$ cat src/rtl/sd_spi_init_and_stream_reader_macros.svh
// Assertion macros for the SD card SPI init and stream reader.
// Every macro samples on clk and is disabled while rst_n is low.
`ifndef SD_SPI_INIT_AND_STREAM_READER_MACROS_SVH
`define SD_SPI_INIT_AND_STREAM_READER_MACROS_SVH

// The consequent holds in the same cycle as the antecedent.
`define SDSR_ASSERT_NOW(label, ante, cons, msg) \
  label: assert property (@(posedge clk) disable iff (!rst_n) (ante) |-> (cons)) \
    else $error(msg);

// The consequent holds in the cycle after the antecedent.
`define SDSR_ASSERT_NEXT(label, ante, cons, msg) \
  label: assert property (@(posedge clk) disable iff (!rst_n) (ante) |=> (cons)) \
    else $error(msg);

`endif

$ cat src/rtl/sdsr_pkg.sv
// Package for the SD card SPI init and stream reader: item types, command
// constants, phase encodings and register indexes. No dependencies.
`default_nettype none

package sdsr_pkg;

  localparam int BLOCK_BYTES_DEF = 512;

  localparam int unsigned CFG_AW = 4;

  // register indexes, taken from paddr[3:2]
  localparam logic [1:0] REG_START_ADDR = 2'd0;
  localparam logic [1:0] REG_POLL_LIMIT = 2'd1;
  localparam logic [1:0] REG_WAKE_BYTES = 2'd2;

  localparam logic [31:0] START_ADDR_RST = 32'd0;
  localparam logic [7:0]  POLL_LIMIT_RST = 8'd10;
  localparam logic [7:0]  WAKE_BYTES_RST = 8'd20;

  localparam logic [7:0] IDLE_BYTE  = 8'hFF;
  localparam logic [7:0] DATA_TOKEN = 8'hFE;
  localparam logic [7:0] R1_IDLE    = 8'h01;
  localparam logic [7:0] R1_READY   = 8'h00;
  localparam logic [7:0] IFCOND_DISCARDS = 8'd5;

  localparam logic [7:0]  CMD0_CODE   = 8'h40;
  localparam logic [7:0]  CMD0_CRC    = 8'h95;
  localparam logic [7:0]  CMD8_CODE   = 8'h48;
  localparam logic [31:0] CMD8_ARG    = 32'h0000_01AA;
  localparam logic [7:0]  CMD8_CRC    = 8'h87;
  localparam logic [7:0]  CMD55_CODE  = 8'h77;
  localparam logic [7:0]  ACMD41_CODE = 8'h69;
  localparam logic [31:0] ACMD41_ARG  = 32'h4000_0000;
  localparam logic [7:0]  CMD18_CODE  = 8'h52;
  localparam logic [7:0]  DUMMY_CRC   = 8'hFF;

  // command frame positions
  localparam logic [2:0] FR_CODE = 3'd0;
  localparam logic [2:0] FR_ARG3 = 3'd1;
  localparam logic [2:0] FR_ARG2 = 3'd2;
  localparam logic [2:0] FR_ARG1 = 3'd3;
  localparam logic [2:0] FR_ARG0 = 3'd4;
  localparam logic [2:0] FR_CRC  = 3'd5;
  localparam logic [3:0] FR_POLL_START = 4'd6;
  localparam logic [3:0] FR_POLL       = 4'd7;
  localparam logic [3:0] FR_DISCARD    = 4'd8;

  localparam logic [3:0] PHC_IDLE    = 4'd0;
  localparam logic [3:0] PHC_WAKE    = 4'd1;
  localparam logic [3:0] PHC_RESET   = 4'd2;
  localparam logic [3:0] PHC_IFCOND  = 4'd3;
  localparam logic [3:0] PHC_INIT    = 4'd4;
  localparam logic [3:0] PHC_READCMD = 4'd5;
  localparam logic [3:0] PHC_TOKEN   = 4'd6;
  localparam logic [3:0] PHC_DATA    = 4'd7;
  localparam logic [3:0] PHC_CRC     = 4'd8;

  localparam logic OP_START  = 1'b0;
  localparam logic OP_REPORT = 1'b1;

  typedef enum logic [8:0] {
    PH_IDLE    = 9'b000000001,
    PH_WAKE    = 9'b000000010,
    PH_RESET   = 9'b000000100,
    PH_IFCOND  = 9'b000001000,
    PH_INIT    = 9'b000010000,
    PH_READCMD = 9'b000100000,
    PH_TOKEN   = 9'b001000000,
    PH_DATA    = 9'b010000000,
    PH_CRC     = 9'b100000000
  } phase_t;

  typedef struct packed {
    logic       opcode;
    logic [7:0] rx_byte;
  } in_item_t;

  typedef struct packed {
    logic [7:0] tx_byte;
    logic       card_select_n;
    logic [7:0] sample;
    logic       sample_valid;
    logic       init_failed;
    logic [3:0] phase;
  } out_item_t;

endpackage

`default_nettype wire

$ cat src/rtl/sd_spi_init_and_stream_reader.sv
// SD card SPI init and stream reader, top level.
// Depends on sdsr_pkg and sd_spi_init_and_stream_reader_macros.svh.
//
// Usage: the SPI shifter reports each finished byte exchange as an input item
// (opcode 1, rx_byte). Opcode 0 restarts the power-up sequence from any state.
// Every input item produces exactly one result item: the byte to shift out next,
// the chip-select level for that exchange, an optional audio sample and status.
// Channels use valid/stall; an item moves on an edge with valid high, stall low.
// An accepted item lands in the input register, and its result is written to the
// output register once that register is free (out_valid then rises). Throughput
// is one item per cycle while the receiver does not stall; the decision for an item
// is a single pass over the state registers between the input and output registers.
// When the receiver stalls, the output register holds its item and the input
// register takes one more; after that in_stall rises until out_stall drops.
// Reset (rst_n low, synchronous) empties both registers, sets the sequencer to
// idle and loads the register defaults: start address 0, poll limit 10, wake
// bytes 20. Registers are written over the APB port at 0, 4 and 8, by the user
// only while the block is idle; the block does not enforce it. pready is always high.
`default_nettype none

module sd_spi_init_and_stream_reader #(
  parameter int BLOCK_BYTES = sdsr_pkg::BLOCK_BYTES_DEF
) (
  input  wire                         clk,
  input  wire                         rst_n,
  input  wire                         in_valid,
  output logic                        in_stall,
  input  sdsr_pkg::in_item_t          in_data,
  output logic                        out_valid,
  input  wire                         out_stall,
  output sdsr_pkg::out_item_t         out_data,
  input  wire                         psel,
  input  wire                         penable,
  input  wire                         pwrite,
  input  wire  [sdsr_pkg::CFG_AW-1:0] paddr,
  input  wire  [31:0]                 pwdata,
  output logic [31:0]                 prdata,
  output logic                        pready
);

  localparam int CNT_W = ($clog2(BLOCK_BYTES) > 8) ? $clog2(BLOCK_BYTES) : 8;
  localparam logic [CNT_W:0] BLOCK_END = (CNT_W + 1)'(BLOCK_BYTES);
  localparam logic [CNT_W:0] CRC_END   = (CNT_W + 1)'(2);

  // configuration registers
  logic [31:0] start_addr_r;
  logic [7:0]  poll_limit_r;
  logic [7:0]  wake_bytes_r;
  logic        cfg_wr;

  // sequencer state
  sdsr_pkg::phase_t phase_r, phase_nxt;
  logic [CNT_W-1:0] byte_cnt_r, byte_cnt_nxt;
  logic [7:0]       poll_left_r, poll_left_nxt;
  logic             cmd_step_r, cmd_step_nxt;
  logic             halted_r, halted_nxt;

  // input and output registers
  logic               s1_valid_r;
  sdsr_pkg::in_item_t s1_data_r;
  logic               out_valid_r;
  sdsr_pkg::out_item_t out_data_r, out_data_nxt;
  logic               out_ready;
  logic               s1_fire;

  function automatic logic [7:0] frame_byte(sdsr_pkg::phase_t ph, logic step,
                                            logic [2:0] idx, logic [31:0] start);
    logic [7:0]  code;
    logic [31:0] arg;
    logic [7:0]  crc;
    logic [7:0]  res;
    case (ph)
      sdsr_pkg::PH_RESET: begin
        code = sdsr_pkg::CMD0_CODE;  arg = 32'd0;              crc = sdsr_pkg::CMD0_CRC;
      end
      sdsr_pkg::PH_IFCOND: begin
        code = sdsr_pkg::CMD8_CODE;  arg = sdsr_pkg::CMD8_ARG;  crc = sdsr_pkg::CMD8_CRC;
      end
      sdsr_pkg::PH_INIT: begin
        if (!step) begin
          code = sdsr_pkg::CMD55_CODE;  arg = 32'd0;                crc = sdsr_pkg::DUMMY_CRC;
        end else begin
          code = sdsr_pkg::ACMD41_CODE; arg = sdsr_pkg::ACMD41_ARG; crc = sdsr_pkg::DUMMY_CRC;
        end
      end
      default: begin
        code = sdsr_pkg::CMD18_CODE; arg = start;              crc = sdsr_pkg::DUMMY_CRC;
      end
    endcase
    case (idx)
      sdsr_pkg::FR_CODE: res = code;
      sdsr_pkg::FR_ARG3: res = arg[31:24];
      sdsr_pkg::FR_ARG2: res = arg[23:16];
      sdsr_pkg::FR_ARG1: res = arg[15:8];
      sdsr_pkg::FR_ARG0: res = arg[7:0];
      default:           res = crc;
    endcase
    return res;
  endfunction

  function automatic logic [3:0] phase_code(sdsr_pkg::phase_t ph);
    logic [3:0] c;
    case (ph)
      sdsr_pkg::PH_IDLE:    c = sdsr_pkg::PHC_IDLE;
      sdsr_pkg::PH_WAKE:    c = sdsr_pkg::PHC_WAKE;
      sdsr_pkg::PH_RESET:   c = sdsr_pkg::PHC_RESET;
      sdsr_pkg::PH_IFCOND:  c = sdsr_pkg::PHC_IFCOND;
      sdsr_pkg::PH_INIT:    c = sdsr_pkg::PHC_INIT;
      sdsr_pkg::PH_READCMD: c = sdsr_pkg::PHC_READCMD;
      sdsr_pkg::PH_TOKEN:   c = sdsr_pkg::PHC_TOKEN;
      sdsr_pkg::PH_DATA:    c = sdsr_pkg::PHC_DATA;
      sdsr_pkg::PH_CRC:     c = sdsr_pkg::PHC_CRC;
      default:              c = sdsr_pkg::PHC_IDLE;
    endcase
    return c;
  endfunction

  // ---------------------------------------------------------------- config port
  assign pready = 1'b1;
  assign cfg_wr = psel && penable && pwrite;

  always_ff @(posedge clk) begin
    if (!rst_n) begin
      start_addr_r <= sdsr_pkg::START_ADDR_RST;
      poll_limit_r <= sdsr_pkg::POLL_LIMIT_RST;
      wake_bytes_r <= sdsr_pkg::WAKE_BYTES_RST;
    end else if (cfg_wr) begin
      case (paddr[3:2])
        sdsr_pkg::REG_START_ADDR: start_addr_r <= pwdata;
        sdsr_pkg::REG_POLL_LIMIT: poll_limit_r <= pwdata[7:0];
        sdsr_pkg::REG_WAKE_BYTES: wake_bytes_r <= pwdata[7:0];
        default: ;
      endcase
    end
  end

  always_comb begin
    case (paddr[3:2])
      sdsr_pkg::REG_START_ADDR: prdata = start_addr_r;
      sdsr_pkg::REG_POLL_LIMIT: prdata = {24'd0, poll_limit_r};
      sdsr_pkg::REG_WAKE_BYTES: prdata = {24'd0, wake_bytes_r};
      default:                  prdata = 32'd0;
    endcase
  end

  // ---------------------------------------------------------------- handshake
  assign out_ready = !out_valid_r || !out_stall;
  assign s1_fire   = s1_valid_r && out_ready;
  assign in_stall  = s1_valid_r && !out_ready;
  assign out_valid = out_valid_r;
  assign out_data  = out_data_r;

  always_ff @(posedge clk) begin
    if (!rst_n) begin
      s1_valid_r  <= 1'b0;
      out_valid_r <= 1'b0;
    end else begin
      if (!in_stall) begin
        s1_valid_r <= in_valid;
      end
      if (out_ready) begin
        out_valid_r <= s1_valid_r;
      end
    end
  end

  always_ff @(posedge clk) begin
    if (in_valid && !in_stall) begin
      s1_data_r <= in_data;
    end
    if (s1_fire) begin
      out_data_r <= out_data_nxt;
    end
  end

  // ---------------------------------------------------------------- sequencer
  always_comb begin
    logic [CNT_W:0]   cnt_inc;
    logic [7:0]       poll_dec;
    logic [7:0]       tx;
    logic [7:0]       rx;
    logic [7:0]       smp;
    logic             smp_vld;
    logic             go_cmd;
    sdsr_pkg::phase_t go_ph;
    logic             go_step;

    rx       = s1_data_r.rx_byte;
    cnt_inc  = {1'b0, byte_cnt_r} + (CNT_W + 1)'(1);
    poll_dec = (poll_left_r != 8'd0) ? poll_left_r - 8'd1 : 8'd0;
    tx       = sdsr_pkg::IDLE_BYTE;
    smp      = 8'd0;
    smp_vld  = 1'b0;
    go_cmd   = 1'b0;
    go_ph    = sdsr_pkg::PH_INIT;
    go_step  = 1'b0;

    phase_nxt     = phase_r;
    byte_cnt_nxt  = byte_cnt_r;
    poll_left_nxt = poll_left_r;
    cmd_step_nxt  = cmd_step_r;
    halted_nxt    = halted_r;

    if (s1_data_r.opcode == sdsr_pkg::OP_START) begin
      phase_nxt     = sdsr_pkg::PH_WAKE;
      byte_cnt_nxt  = '0;
      poll_left_nxt = 8'd0;
      cmd_step_nxt  = 1'b0;
      halted_nxt    = 1'b0;
    end else if (!halted_r) begin
      case (phase_r)
        sdsr_pkg::PH_WAKE: begin
          byte_cnt_nxt = cnt_inc[CNT_W-1:0];
          if (cnt_inc >= {{(CNT_W - 7){1'b0}}, wake_bytes_r}) begin
            go_cmd = 1'b1;
            go_ph  = sdsr_pkg::PH_RESET;
          end
        end
        sdsr_pkg::PH_RESET, sdsr_pkg::PH_IFCOND, sdsr_pkg::PH_INIT,
        sdsr_pkg::PH_READCMD: begin
          if (byte_cnt_r < CNT_W'(sdsr_pkg::FR_POLL_START)) begin
            tx = frame_byte(phase_r, cmd_step_r, byte_cnt_r[2:0], start_addr_r);
            byte_cnt_nxt = cnt_inc[CNT_W-1:0];
          end else if (byte_cnt_r == CNT_W'(sdsr_pkg::FR_POLL_START)) begin
            byte_cnt_nxt  = CNT_W'(sdsr_pkg::FR_POLL);
            poll_left_nxt = (poll_limit_r == 8'd0) ? 8'd1 : poll_limit_r;
          end else if (byte_cnt_r == CNT_W'(sdsr_pkg::FR_POLL)) begin
            poll_left_nxt = poll_dec;
            if (rx != sdsr_pkg::IDLE_BYTE || poll_dec == 8'd0) begin
              // response taken (or poll timed out with 0xFF)
              case (phase_r)
                sdsr_pkg::PH_RESET: begin
                  if (rx != sdsr_pkg::R1_IDLE) begin
                    halted_nxt = 1'b1;
                  end else begin
                    go_cmd = 1'b1;
                    go_ph  = sdsr_pkg::PH_IFCOND;
                  end
                end
                sdsr_pkg::PH_IFCOND: begin
                  byte_cnt_nxt  = CNT_W'(sdsr_pkg::FR_DISCARD);
                  poll_left_nxt = sdsr_pkg::IFCOND_DISCARDS;
                end
                sdsr_pkg::PH_INIT: begin
                  go_cmd = 1'b1;
                  if (!cmd_step_r) begin
                    go_ph   = sdsr_pkg::PH_INIT;
                    go_step = 1'b1;
                  end else if (rx == sdsr_pkg::R1_READY) begin
                    go_ph = sdsr_pkg::PH_READCMD;
                  end else begin
                    go_ph = sdsr_pkg::PH_INIT;
                  end
                end
                default: begin
                  if (rx == sdsr_pkg::R1_READY) begin
                    phase_nxt    = sdsr_pkg::PH_TOKEN;
                    byte_cnt_nxt = '0;
                  end else begin
                    go_cmd = 1'b1;
                    go_ph  = sdsr_pkg::PH_READCMD;
                  end
                end
              endcase
            end
          end else begin
            // discard run after the interface condition command
            poll_left_nxt = poll_dec;
            if (poll_dec == 8'd0) begin
              go_cmd = 1'b1;
              go_ph  = sdsr_pkg::PH_INIT;
            end
          end
        end
        sdsr_pkg::PH_TOKEN: begin
          if (rx == sdsr_pkg::DATA_TOKEN) begin
            phase_nxt    = sdsr_pkg::PH_DATA;
            byte_cnt_nxt = '0;
          end
        end
        sdsr_pkg::PH_DATA: begin
          if (byte_cnt_r[0]) begin
            smp     = rx;
            smp_vld = 1'b1;
          end
          byte_cnt_nxt = cnt_inc[CNT_W-1:0];
          if (cnt_inc >= BLOCK_END) begin
            phase_nxt    = sdsr_pkg::PH_CRC;
            byte_cnt_nxt = '0;
          end
        end
        sdsr_pkg::PH_CRC: begin
          byte_cnt_nxt = cnt_inc[CNT_W-1:0];
          if (cnt_inc >= CRC_END) begin
            phase_nxt    = sdsr_pkg::PH_TOKEN;
            byte_cnt_nxt = '0;
          end
        end
        default: ;
      endcase
    end

    if (go_cmd) begin
      phase_nxt     = go_ph;
      cmd_step_nxt  = go_step;
      byte_cnt_nxt  = CNT_W'(1);
      poll_left_nxt = 8'd0;
      tx = frame_byte(go_ph, go_step, sdsr_pkg::FR_CODE, start_addr_r);
    end

    out_data_nxt.tx_byte       = halted_nxt ? sdsr_pkg::IDLE_BYTE : tx;
    out_data_nxt.card_select_n = halted_nxt || phase_nxt == sdsr_pkg::PH_IDLE ||
                                 phase_nxt == sdsr_pkg::PH_WAKE;
    out_data_nxt.sample        = smp;
    out_data_nxt.sample_valid  = smp_vld;
    out_data_nxt.init_failed   = halted_nxt;
    out_data_nxt.phase         = phase_code(phase_nxt);
  end

  always_ff @(posedge clk) begin
    if (!rst_n) begin
      phase_r     <= sdsr_pkg::PH_IDLE;
      byte_cnt_r  <= '0;
      poll_left_r <= 8'd0;
      cmd_step_r  <= 1'b0;
      halted_r    <= 1'b0;
    end else if (s1_fire) begin
      phase_r     <= phase_nxt;
      byte_cnt_r  <= byte_cnt_nxt;
      poll_left_r <= poll_left_nxt;
      cmd_step_r  <= cmd_step_nxt;
      halted_r    <= halted_nxt;
    end
  end

  // ---------------------------------------------------------------- assertions
`include "sd_spi_init_and_stream_reader_macros.svh"

  `SDSR_ASSERT_NOW(a_halt_in_reset, halted_r, phase_r == sdsr_pkg::PH_RESET,
                   "halted outside reset phase")
  `SDSR_ASSERT_NOW(a_sample_in_data, out_valid_r && out_data_r.sample_valid,
                   out_data_r.phase == sdsr_pkg::PHC_DATA ||
                   out_data_r.phase == sdsr_pkg::PHC_CRC,
                   "sample outside data block")
  `SDSR_ASSERT_NOW(a_fail_quiet, out_valid_r && out_data_r.init_failed,
                   out_data_r.card_select_n && out_data_r.tx_byte == sdsr_pkg::IDLE_BYTE,
                   "halted block drives the card")
  `SDSR_ASSERT_NEXT(a_s1_hold, s1_valid_r && !out_ready, s1_valid_r,
                    "item dropped from input register")

endmodule

`default_nettype wire

$ cat config.mk
export PLATFORM = sky130hd
export DESIGN_NAME = sd_spi_init_and_stream_reader
export DESIGN_NICKNAME = d
export VERILOG_FILES = /design/src/rtl/sdsr_pkg.sv /design/src/rtl/sd_spi_init_and_stream_reader.sv
export VERILOG_INCLUDE_DIRS = /design/src /design/src/rtl
export SDC_FILE = /design/constraint.sdc
export NUM_CORES = 1
export LEC_CHECK = 0
export BUFFER_PORTS_ARGS = -buffer_cell sky130_fd_sc_hd__buf_4
export CORE_MARGIN = 1
export CORE_UTILIZATION = 40
export CTS_BUF_LIST = sky130_fd_sc_hd__clkbuf_16
export DETAILED_ROUTE_END_ITERATION = 6
export PLACE_DENSITY = 0.69
export REMOVE_ABC_BUFFERS = 1
export SETUP_SLACK_MARGIN = 0.05
export SLEW_MARGIN = 10
export SYNTH_ARGS = -nofsm -noshare
export SYNTH_HDL_FRONTEND = slang
export SYNTH_SLANG_ARGS = --single-unit
$ cat constraint.sdc
create_clock -name clk -period 5.75 [get_ports clk]
set_input_delay 0 -clock clk [delete_from_list [all_inputs] [get_ports clk]]
set_output_delay 0 -clock clk [all_outputs]
set_load 0.1 [all_outputs]
Yosys cells after proc, flatten, opt, wreduce, memory -nomap -nowiden
Cells that the tools add are included.

Add/subtract/negate cells: 2. Magnitude comparators: 4. Equality and inequality tests: 41. Multiplexer cells: 98. Bitwise operators: 3. Reductions and logical operators: 30.

Operators with widths (count): $mux 9 (28); $pmux 32 s3 (2); $mux 8 (16); $pmux 6 s3 (3); $eq 9x3->1 const B (5); $pmux 9 s5 (1); $pmux 8 s5 (1); $pmux 9 s2 (2); $pmux 9 s4 (1); $pmux 4 s8 (1); $mux 1 (31); $mux 31 (1); $eq 9x4->1 const B (3); $eq 9x5->1 const B (3); $logic_not 8->1 (3); $mux 6 (4); $mux 5 (4); $eq 9x2->1 const B (2); $eq 9x6->1 const B (2); $eq 9x7->1 const B (2); $eq 9x8->1 const B (2); $eq 9x9->1 const B (2); $ne 6x6->1 const B (3); $pmux 7 s2 (1); other kinds (36) (55).

Register bits after elaboration: 110. Input bits: 52.

Logic depth before layout (Yosys ltp)
Gate-level depths: netlist of the first run.

Depth after elaboration: 15. Depth in mapped cells: 16. Depth with buffers taken out: 14.

Worst setup path before layout of the first run
No wires, ideal clock.

Path type: reg2reg. From: register byte_cnt_r[3]. To: register out_data_r, in the netlist out_data[0] (data pin). Arrival: 3148 ps. Path slack: 2345 ps. Cell stages (with the launch flop): 15. Buffers on the path: 1. Path through: dfxtp_1 > clkbuf_1 > nand4_1 > or3_1 > nand2_1 > ha_1 > and4_1 > and4_1 > a32oi_1 > o21ai_0 > o31ai_4 > a31oi_4 > xnor2_1 > o22ai_1 > o2111a_1.

RTL lines: start: declaration (line sd_spi_init_and_stream_reader.sv:53) `logic [CNT_W-1:0] byte_cnt_r, byte_cnt_nxt;`; start signal: assignment (line sd_spi_init_and_stream_reader.sv:329) `byte_cnt_r <= byte_cnt_nxt;`; end signal: assignment (line sd_spi_init_and_stream_reader.sv:172) `out_data_r <= out_data_nxt;`; end: declaration (line sd_spi_init_and_stream_reader.sv:62) `sdsr_pkg::out_item_t out_data_r, out_data_nxt;`.

==> summary.txt, run 1 <==
Run status
  • Outcome: complete, no violations

Floorplan
  • Die Ht: 131 um
  • Cell row count: 46
  • Initial Util: 41.3%
  • Die area: 17,100 sq um
  • Core footprint: 16,100 sq um
  • I/O pin total: 110
  • Die Width: 131 um

Synthesis
  • Post-synth top area share: 23.5%
  • Yosys top cell by area: dfxtp_1
  • Most common cell in the netlist: nand2_1
  • Synth cell types: 80
  • Avg Inst Size Synth: 8.20 sq um
  • Syn Std Cell Area: 6640 sq um
  • Synthesis Warnings: 0
  • Syn Inst Count: 809
  • Seq/Total Area, Yosys: 38.0%
  • Synth Register Bits: 110
  • Synth Flop Type: dfxtp_1
  • EDFF count, synth: 32
  • Top post-synthesis cells by area: dfxtp_1 24%, edfxtp_1 14%, nand2_1 7.0%
  • Top post-synthesis cells by count: 123 x nand2_1, 80 x nor2_1, 78 x dfxtp_1, 64 x a21oi_1
  • Async SR Flop Fraction: 0%

Critical path
  • CP max stage delay: 0.73 ns
  • Crit Path Max Fanout: 21
  • Worst setup EP type: register
  • CP Class: reg2reg
  • CP required: 5.98 ns
  • Worst path slowest cell: dfxtp_1
  • Critical path arrival: 4.33 ns
  • CP startpoint kind: register
  • CP cell instances: nand3_1 > or3_1 > nand2_1 > ha_1 > and4_1 > a31oi_1 > a31oi_1 > o21a_1 > a21o_1 > nand2_1 > o22ai_1 > o2111a_1

Clock network
  • Worst skew pair latency: 0.36 ns
  • # hold bufs at CTS: 48
  • H-tree levels: 3
  • CTS sink cnt: 110
  • Total CTS buffers: 9
  • Post-CTS setup buffer count: 0
  • Clk buf depth: 2
  • CTS clk-pin slew, worst paths: 0.08 ns
  • Clock root buffer: clkbuf_16
  • CTS tree: done
  • Post_cts resized: 0

Global routing
  • Initial antenna violation count: 0
  • Largest net degree at the start of global routing: 67
  • Overflow left after global routing: 0
  • First-pass GRT wire length: 31,000 um
  • Gr usage total: 23.4%
  • Vias in the first global route: 5,904

Route
  • DRC violations left: 0
  • Vias/cell: 5.55
  • Final WL: 19,700 um
  • First-pass DRT Iterations: 7
  • Routed via count: 6,371
  • Wire per inst: 17.2 um
  • 1st-iter DRT viols: 404
  • Routed Antenna Nets: 0

Pwr
  • Int Power: 1.19 mW
  • Sequential share of power: 50.1%
  • Maximum vdd ir drop: 136 uV
  • Leakage: 3.08 nW
  • Power Density: 200 nW/um^2
  • Sw Pwr: 467 uW
  • Gate power share: 13.5%
  • Switching portion of total power: 28.1%
  • Clock share of power: 36.4%

STA
  • Setup TNS: 0 ns
  • Final Hold Vio Count: 0
  • Slew of the pin with the lowest slew margin: 1.14 ns
  • F_max: 244 MHz
  • Setup ws final: 1.65 ns
  • Slew HR: 23.6%
  • Slew Limit Fails: 0
  • Fin crit period: 4.10 ns
  • Final worst clock skew: 0.00634 ns
  • # setup viols final: 0
  • Crit share post-route: 71.3%
  • RSZ-0062 raised after global routing: no

Layout
  • Area of the multi-input gates: 3810 sq um
  • Final net count: 994
  • N_diodes: 0
  • Register area: 2520 sq um
  • Layout cells sized above 1: 16.7%
  • Fillers: 1,475
  • Area grow syn2layout: 24.8%

Placed design
  • Dpl ws: 1.74 ns
  • Port bufs: 106
  • Routability cong.: 0.906
  • Dpl hpwl: 13,300 um

Flow run
  • # Max-Cap Violations: 0

Min path
  • Tightest Hold Check Type: in2reg
cells by family after synthesis:
group | after synthesis | share of synthesized area, %
adders and majority gates | 15 | 2.83
other | 1 | 0.0565
and+or+nand+nor | 370 | 27.7
buffers and inverters | 73 | 4.71
DFF | 110 | 38.0
AOI/OAI and AO/OA | 196 | 20.3
muxes | 27 | 4.11
xor gates and xnor gates | 17 | 2.24
placed cells by master, fill, tap and decap left out, types with 11 or more instances in the layout:
master	Yosys	routed
a21oi_1	64	64
and2_1	35	35
buf_4	6	113
dfxtp_1	78	78
dlygate4sd3_1	0	48
edfxtp_1	32	32
ha_1	15	15
inv_1	19	18
mux2i_1	25	25
nand2_1	123	123
nand3_1	16	16
nor2_1	80	80
nor3_1	25	24
o21ai_0	35	35
or3_1	15	15
xnor2_1	11	11
per-layer routing:
layer  routed length [um]  global-route usage (%)
met2                 9160                    36.6
met4                  346                    7.78
met3                 1300                    4.76
met1                 8890                    32.1
met5                    0                       0
worst max-delay path, delay by kind of cell, from the launching register on:
family                   cells  cell delay [ns]
adder cells (fa/ha/maj)      1             0.16
AO/OA/AOI/OAI                6             1.81
flip-flops                   1             0.73
AND/OR/NAND/NOR              5             1.26
sequential cells by signal (all words and copies together) (netlist names), 8 cells and up:
name,flops
byte_cnt_r,9
out_data,23
phase_r,9
poll_left_r,8
poll_limit_r,8
s1_data_r,9
start_addr_r,32
wake_bytes_r,8
area by class of cell:
cell class | instances | share of cell area [%]
well taps | 216 | 3.26
repair buffers | 161 | 16.0
inverters | 19 | 0.861
flip-flops and latches | 110 | 30.5
clock buffers | 9 | 2.72
multi-input cells | 626 | 46.0
clock inverters | 7 | 0.680
final timing paths:
check	from	to	slack, ns	depth (start not counted)
min reg2reg	start_addr_r[26]$_SDFFE_PN0P_	start_addr_r[26]$_SDFFE_PN0P_	0.47	2
max	byte_cnt_r[2]$_SDFFE_PN0P_	out_data[0]$_DFFE_PP_	1.65	12
max reg2reg	byte_cnt_r[2]$_SDFFE_PN0P_	out_data[0]$_DFFE_PP_	1.65	12
min	paddr[3]	start_addr_r[2]$_SDFFE_PN0P_	0.07	4
power by group through the flow:
stage | logic [mW] | registers (mW) | clock network [mW]
after global routing | 0.238 | 0.834 | 0.637
after CTS | 0.221 | 0.831 | 0.611
after floorplan | 0.0945 | 0.876 | 0
final | 0.224 | 0.832 | 0.605
after detailed placement | 0.196 | 0.849 | 0
after global placement | 0.195 | 0.849 | 0
through the flow:
stage                     std cells  cell area [sq um]  hold WS, ns  power, mW  util [%]
after floorplan                 755               6400       0.0619      0.970         -
after global placement         1084               7520        0.179       1.04      46.8
after detailed placement       1084               7520        0.180       1.04      46.8
after CTS                      1148               8280       0.0640       1.66      51.6
after global routing           1148               8280       0.0951       1.71      51.6
final                          1148               8280       0.0698       1.66      51.6
No activity file was read; power rests on OpenSTA's default activity.
==> run 2, diff against run 1 <==
- ABC_AREA: unset -> 1
- PLACE_DENSITY: 0.69 -> 0.71
- clock period: 5.75 -> 3.4 ns (I/O delays scaled with it)
==> summary.txt, run 2 <==
Run status
  • Outcome: complete, no violations

Synthesis
  • Synth cell types: 54 (-33%)
  • Yosys top cell by area: dfxtp_1
  • EDFF count, synth: 32 (unchanged)
  • Seq/Total Area, Yosys: 37.2% (-0.77 points)
  • Most common cell in the netlist: nand2_1
  • Synth Register Bits: 110 (unchanged)
  • Syn Inst Count: 955 (+18%)
  • Syn Std Cell Area: 6780 sq um (+2.1%)
  • Top post-synthesis cells by area: dfxtp_1 23%, edfxtp_1 14%, nand2_1 8.4%
  • Synth Flop Type: dfxtp_1
  • Post-synth top area share: 23.0% (-0.48 points)
  • Top post-synthesis cells by count: 151 x nand2_1, 145 x inv_1, 120 x nor2_1, 79 x a21oi_1, 79 x o21ai_0
  • Synthesis Warnings: 0 (unchanged)
  • Async SR Flop Fraction: 0% (unchanged)
  • Avg Inst Size Synth: 7.09 sq um (-14%)

Global routing
  • First-pass GRT wire length: 31,700 um (+2.3%)
  • Overflow left after global routing: 0 (unchanged)
  • Vias in the first global route: 6,418 (+8.7%)
  • Largest net degree at the start of global routing: 61 (-9.0%)
  • Gr usage total: 22.6% (-0.81 points)
  • Initial antenna violation count: 0 (unchanged)

STA
  • Fin crit period: 3.08 ns (-1.02 ns)
  • Slew of the pin with the lowest slew margin: 0.810 ns (-0.332 ns)
  • Slew HR: 45.7% (+22 points)
  • RSZ-0062 raised after global routing: no
  • Slew Limit Fails: 0 (unchanged)
  • Setup ws final: 0.320 ns (-1.33 ns)
  • Setup TNS: 0 ns (unchanged)
  • Worst hold slack: 0.162 ns (+0.0923 ns)
  • Crit share post-route: 90.6% (+19 points)
  • # setup viols final: 0 (unchanged)
  • Final Hold Vio Count: 0 (unchanged)
  • F_max: 325 MHz (+33%)
  • Final worst clock skew: 0.00726 ns (+0.000925 ns)

Pwr
  • Tot Pwr: 3.34 mW (+100%)
  • Gate power share: 22.1% (+8.6 points)
  • Power Density: 389 nW/um^2 (+94%)
  • Clock share of power: 34.4% (-2.0 points)
  • Switching portion of total power: 31.9% (+3.8 points)
  • Sw Pwr: 1.07 mW (+130%)
  • Maximum vdd ir drop: 294 uV (+120%)
  • Leakage: 3.76 nW (+22%)
  • Int Power: 2.27 mW (+91%)
  • Sequential share of power: 43.5% (-6.6 points)

Critical path
  • CP Class: reg2reg
  • R2R Path End: out_data[0]$_DFFE_PP_
  • Worst R2R Start: byte_cnt_r[0]$_SDFFE_PN0P_
  • Worst R2R Setup Slack: 0.32 ns (-1.33 ns)
  • Critical path arrival: 3.20 ns (-1.13 ns)
  • Reg2Reg Depth: 21 (+9)
  • Worst setup path end: out_data[0]$_DFFE_PP_
  • CP startpoint kind: register
  • CP required: 3.52 ns (-2.46 ns)
  • Worst setup EP type: register
  • Critical path origin: byte_cnt_r[0]$_SDFFE_PN0P_
  • Crit Path Max Fanout: 8 (-62%)

Layout
  • Final net count: 1,165 (+17%)
  • Area grow syn2layout: 26.8%
  • Biggest register: start_addr_r
  • Commonest non-fill, non-tap cell in the layout: nand2_1
  • N_diodes: 0 (unchanged)
  • Max reg flops: 32 (unchanged)
  • Layout cells sized above 1: 19.4% (+2.7 points)
  • Fin area: 8590 sq um (+3.7%)
  • Most frequent cells in the layout: 146 x nand2_1, 144 x inv_1, 118 x nor2_1, 117 x buf_4

Floorplan
  • Initial Util: 40.9% (-0.48 points)
  • Die area: 17,500 sq um (+2.0%)
  • Die Ht: 132 um (+1.0%)
  • I/O pin total: 110 (unchanged)
  • Core footprint: 16,600 sq um (+3.3%)
  • Cell row count: 47 (+2.2%)
  • Die Width: 132 um (+1.0%)

Route
  • Wire per inst: 14.6 um (-15%)
  • Routed Antenna Nets: 0 (unchanged)
  • First-pass DRT Iterations: 7 (unchanged)
  • Vias/cell: 5.18 (-6.7%)
  • DRC violations left: 0 (unchanged)
  • Routed via count: 6,853 (+7.6%)
  • Final WL: 19,300 um (-2.2%)
  • 1st-iter DRT viols: 467 (+16%)

Clock network
  • CTS sink cnt: 110 (unchanged)
  • CTS clk-pin slew, worst paths: 0.08 ns (about the same)
  • Worst skew pair latency: 0.36 ns (about the same)
  • Clock root buffer: clkbuf_16
  • CTS tree: done
  • Clk buf depth: 2 (unchanged)
  • H-tree levels: 3 (unchanged)
  • Total CTS buffers: 9 (unchanged)

Min path
  • Tightest Hold Check Type: in2reg

Placed design
  • DP Area: 7760 sq um (+3.2%)
  • Dpl hpwl: 14,000 um (+5.0%)
  • Routability cong.: 0.949 (+4.7%)
  • Dpl ws: 0.168 ns (-1.57 ns)
  • Port bufs: 106 (unchanged)

Flow run
  • # Max-Cap Violations: 0 (unchanged)
[run 2: cell count changes after synthesis, sizes merged, moves of 25 or more]
| cell | delta |
|---|---|
| and2 | -35 |
| nand3 | +44 |
| inv | +136 |
| nand2 | +43 |
| o21ai | +50 |
| mux2i | -25 |
| nor2 | +57 |
[run 2: repair_timing]
action	CTS	global route
hold buffers	43	0
buffers inserted	0	3
endpoints found under the hold margin	59	0
gates resized for setup	0	20
endpoints found under the setup margin	0	26
[run 2: worst max-delay path, stage by stage (launching register included)]
cell     delay (ns)
dfxtp_4        0.37
inv_1          0.08
buf_4          0.18
o21ai_0        0.16
nand2_1        0.09
inv_1          0.10
ha_1           0.24
a21oi_1        0.15
o21a_1         0.12
o31ai_1        0.06
a21oi_1        0.26
nand2_2        0.12
nand2_2        0.10
nand3_2        0.10
nand2_4        0.17
nand2_1        0.08
nand2_2        0.12
nor2_4         0.05
nand3_1        0.11
inv_2          0.03
nor2_1         0.10
nand2_1        0.05
[run 2: layer usage]
layer | part of all wire, % | vias up | GRT usage (%) | wire length, um
met5 | 0 | - | 0 | 0
met4 | 2.9 | 0 | 9.04 | 563
met3 | 5.6 | 41 | 3.42 | 1090
met2 | 45 | 238 | 36.4 | 8760
met1 | 46 | 3100 | 30.3 | 8850
li1 | - | 3474 | - | -
[run 2: area by class of cell]
cell class / instances / area [sq um]
Clock inverter: 6 / 72.6
Multi-Input combinational cell: 660 / 3560
Sequential cell: 110 / 2530
Timing Repair Buffer: 160 / 1310
Clock buffer: 10 / 250
Inverter: 157 / 589
Fill cell: 1595 / 7990
Tap cell: 220 / 275
[run 2: power groups by stage]
stage,Combinational (mW),Clock (mW),Sequential [mW]
final,0.738,1.15,1.45
after global routing,0.809,1.21,1.46
after CTS,0.722,1.17,1.45
after detailed placement,0.679,0,1.48
after global placement,0.675,0,1.48
after floorplan,0.415,0,1.55
[run 2: through the flow]
stage | util [%] | cells
2_1_floorplan | - | 927
3_3_place_gp | 46.8 | 1261
3_5_place_dp | 46.8 | 1261
4_1_cts | 51.3 | 1320
5_1_grt | 51.8 | 1323
6_report | 51.8 | 1323
[run 2: kinds of logic after synthesis]
kind of cell	after synthesis	synth area share, %
AND/OR/NAND/NOR	417	29.4
AO/OA/AOI/OAI	226	19.5
buffers and inverters	185	10.9
flip-flops	110	37.2
adder cells (fa/ha/maj)	15	2.77
XOR/XNOR	1	0.129
other	1	0.0553
[run 2: worst min path at each step]
| stage | startpoint | end | slack, ns | cells after the start |
|---|---|---|---|---|
| 2_1_floorplan | rst_n | phase_r[0]$_SDFFE_PN1P_ | 0.07 | 1 |
| 3_3_place_gp | in_data[2] | s1_data_r[2]$_DFFE_PP_ | 0.18 | 1 |
| 3_5_place_dp | in_data[1] | s1_data_r[1]$_DFFE_PP_ | 0.18 | 1 |
| 4_1_cts | penable | wake_bytes_r[2]$_SDFFE_PN1P_ | 0.15 | 4 |
| 6_report | penable | wake_bytes_r[2]$_SDFFE_PN1P_ | 0.16 | 4 |
| 5_1_grt | penable | wake_bytes_r[2]$_SDFFE_PN1P_ | 0.19 | 4 |
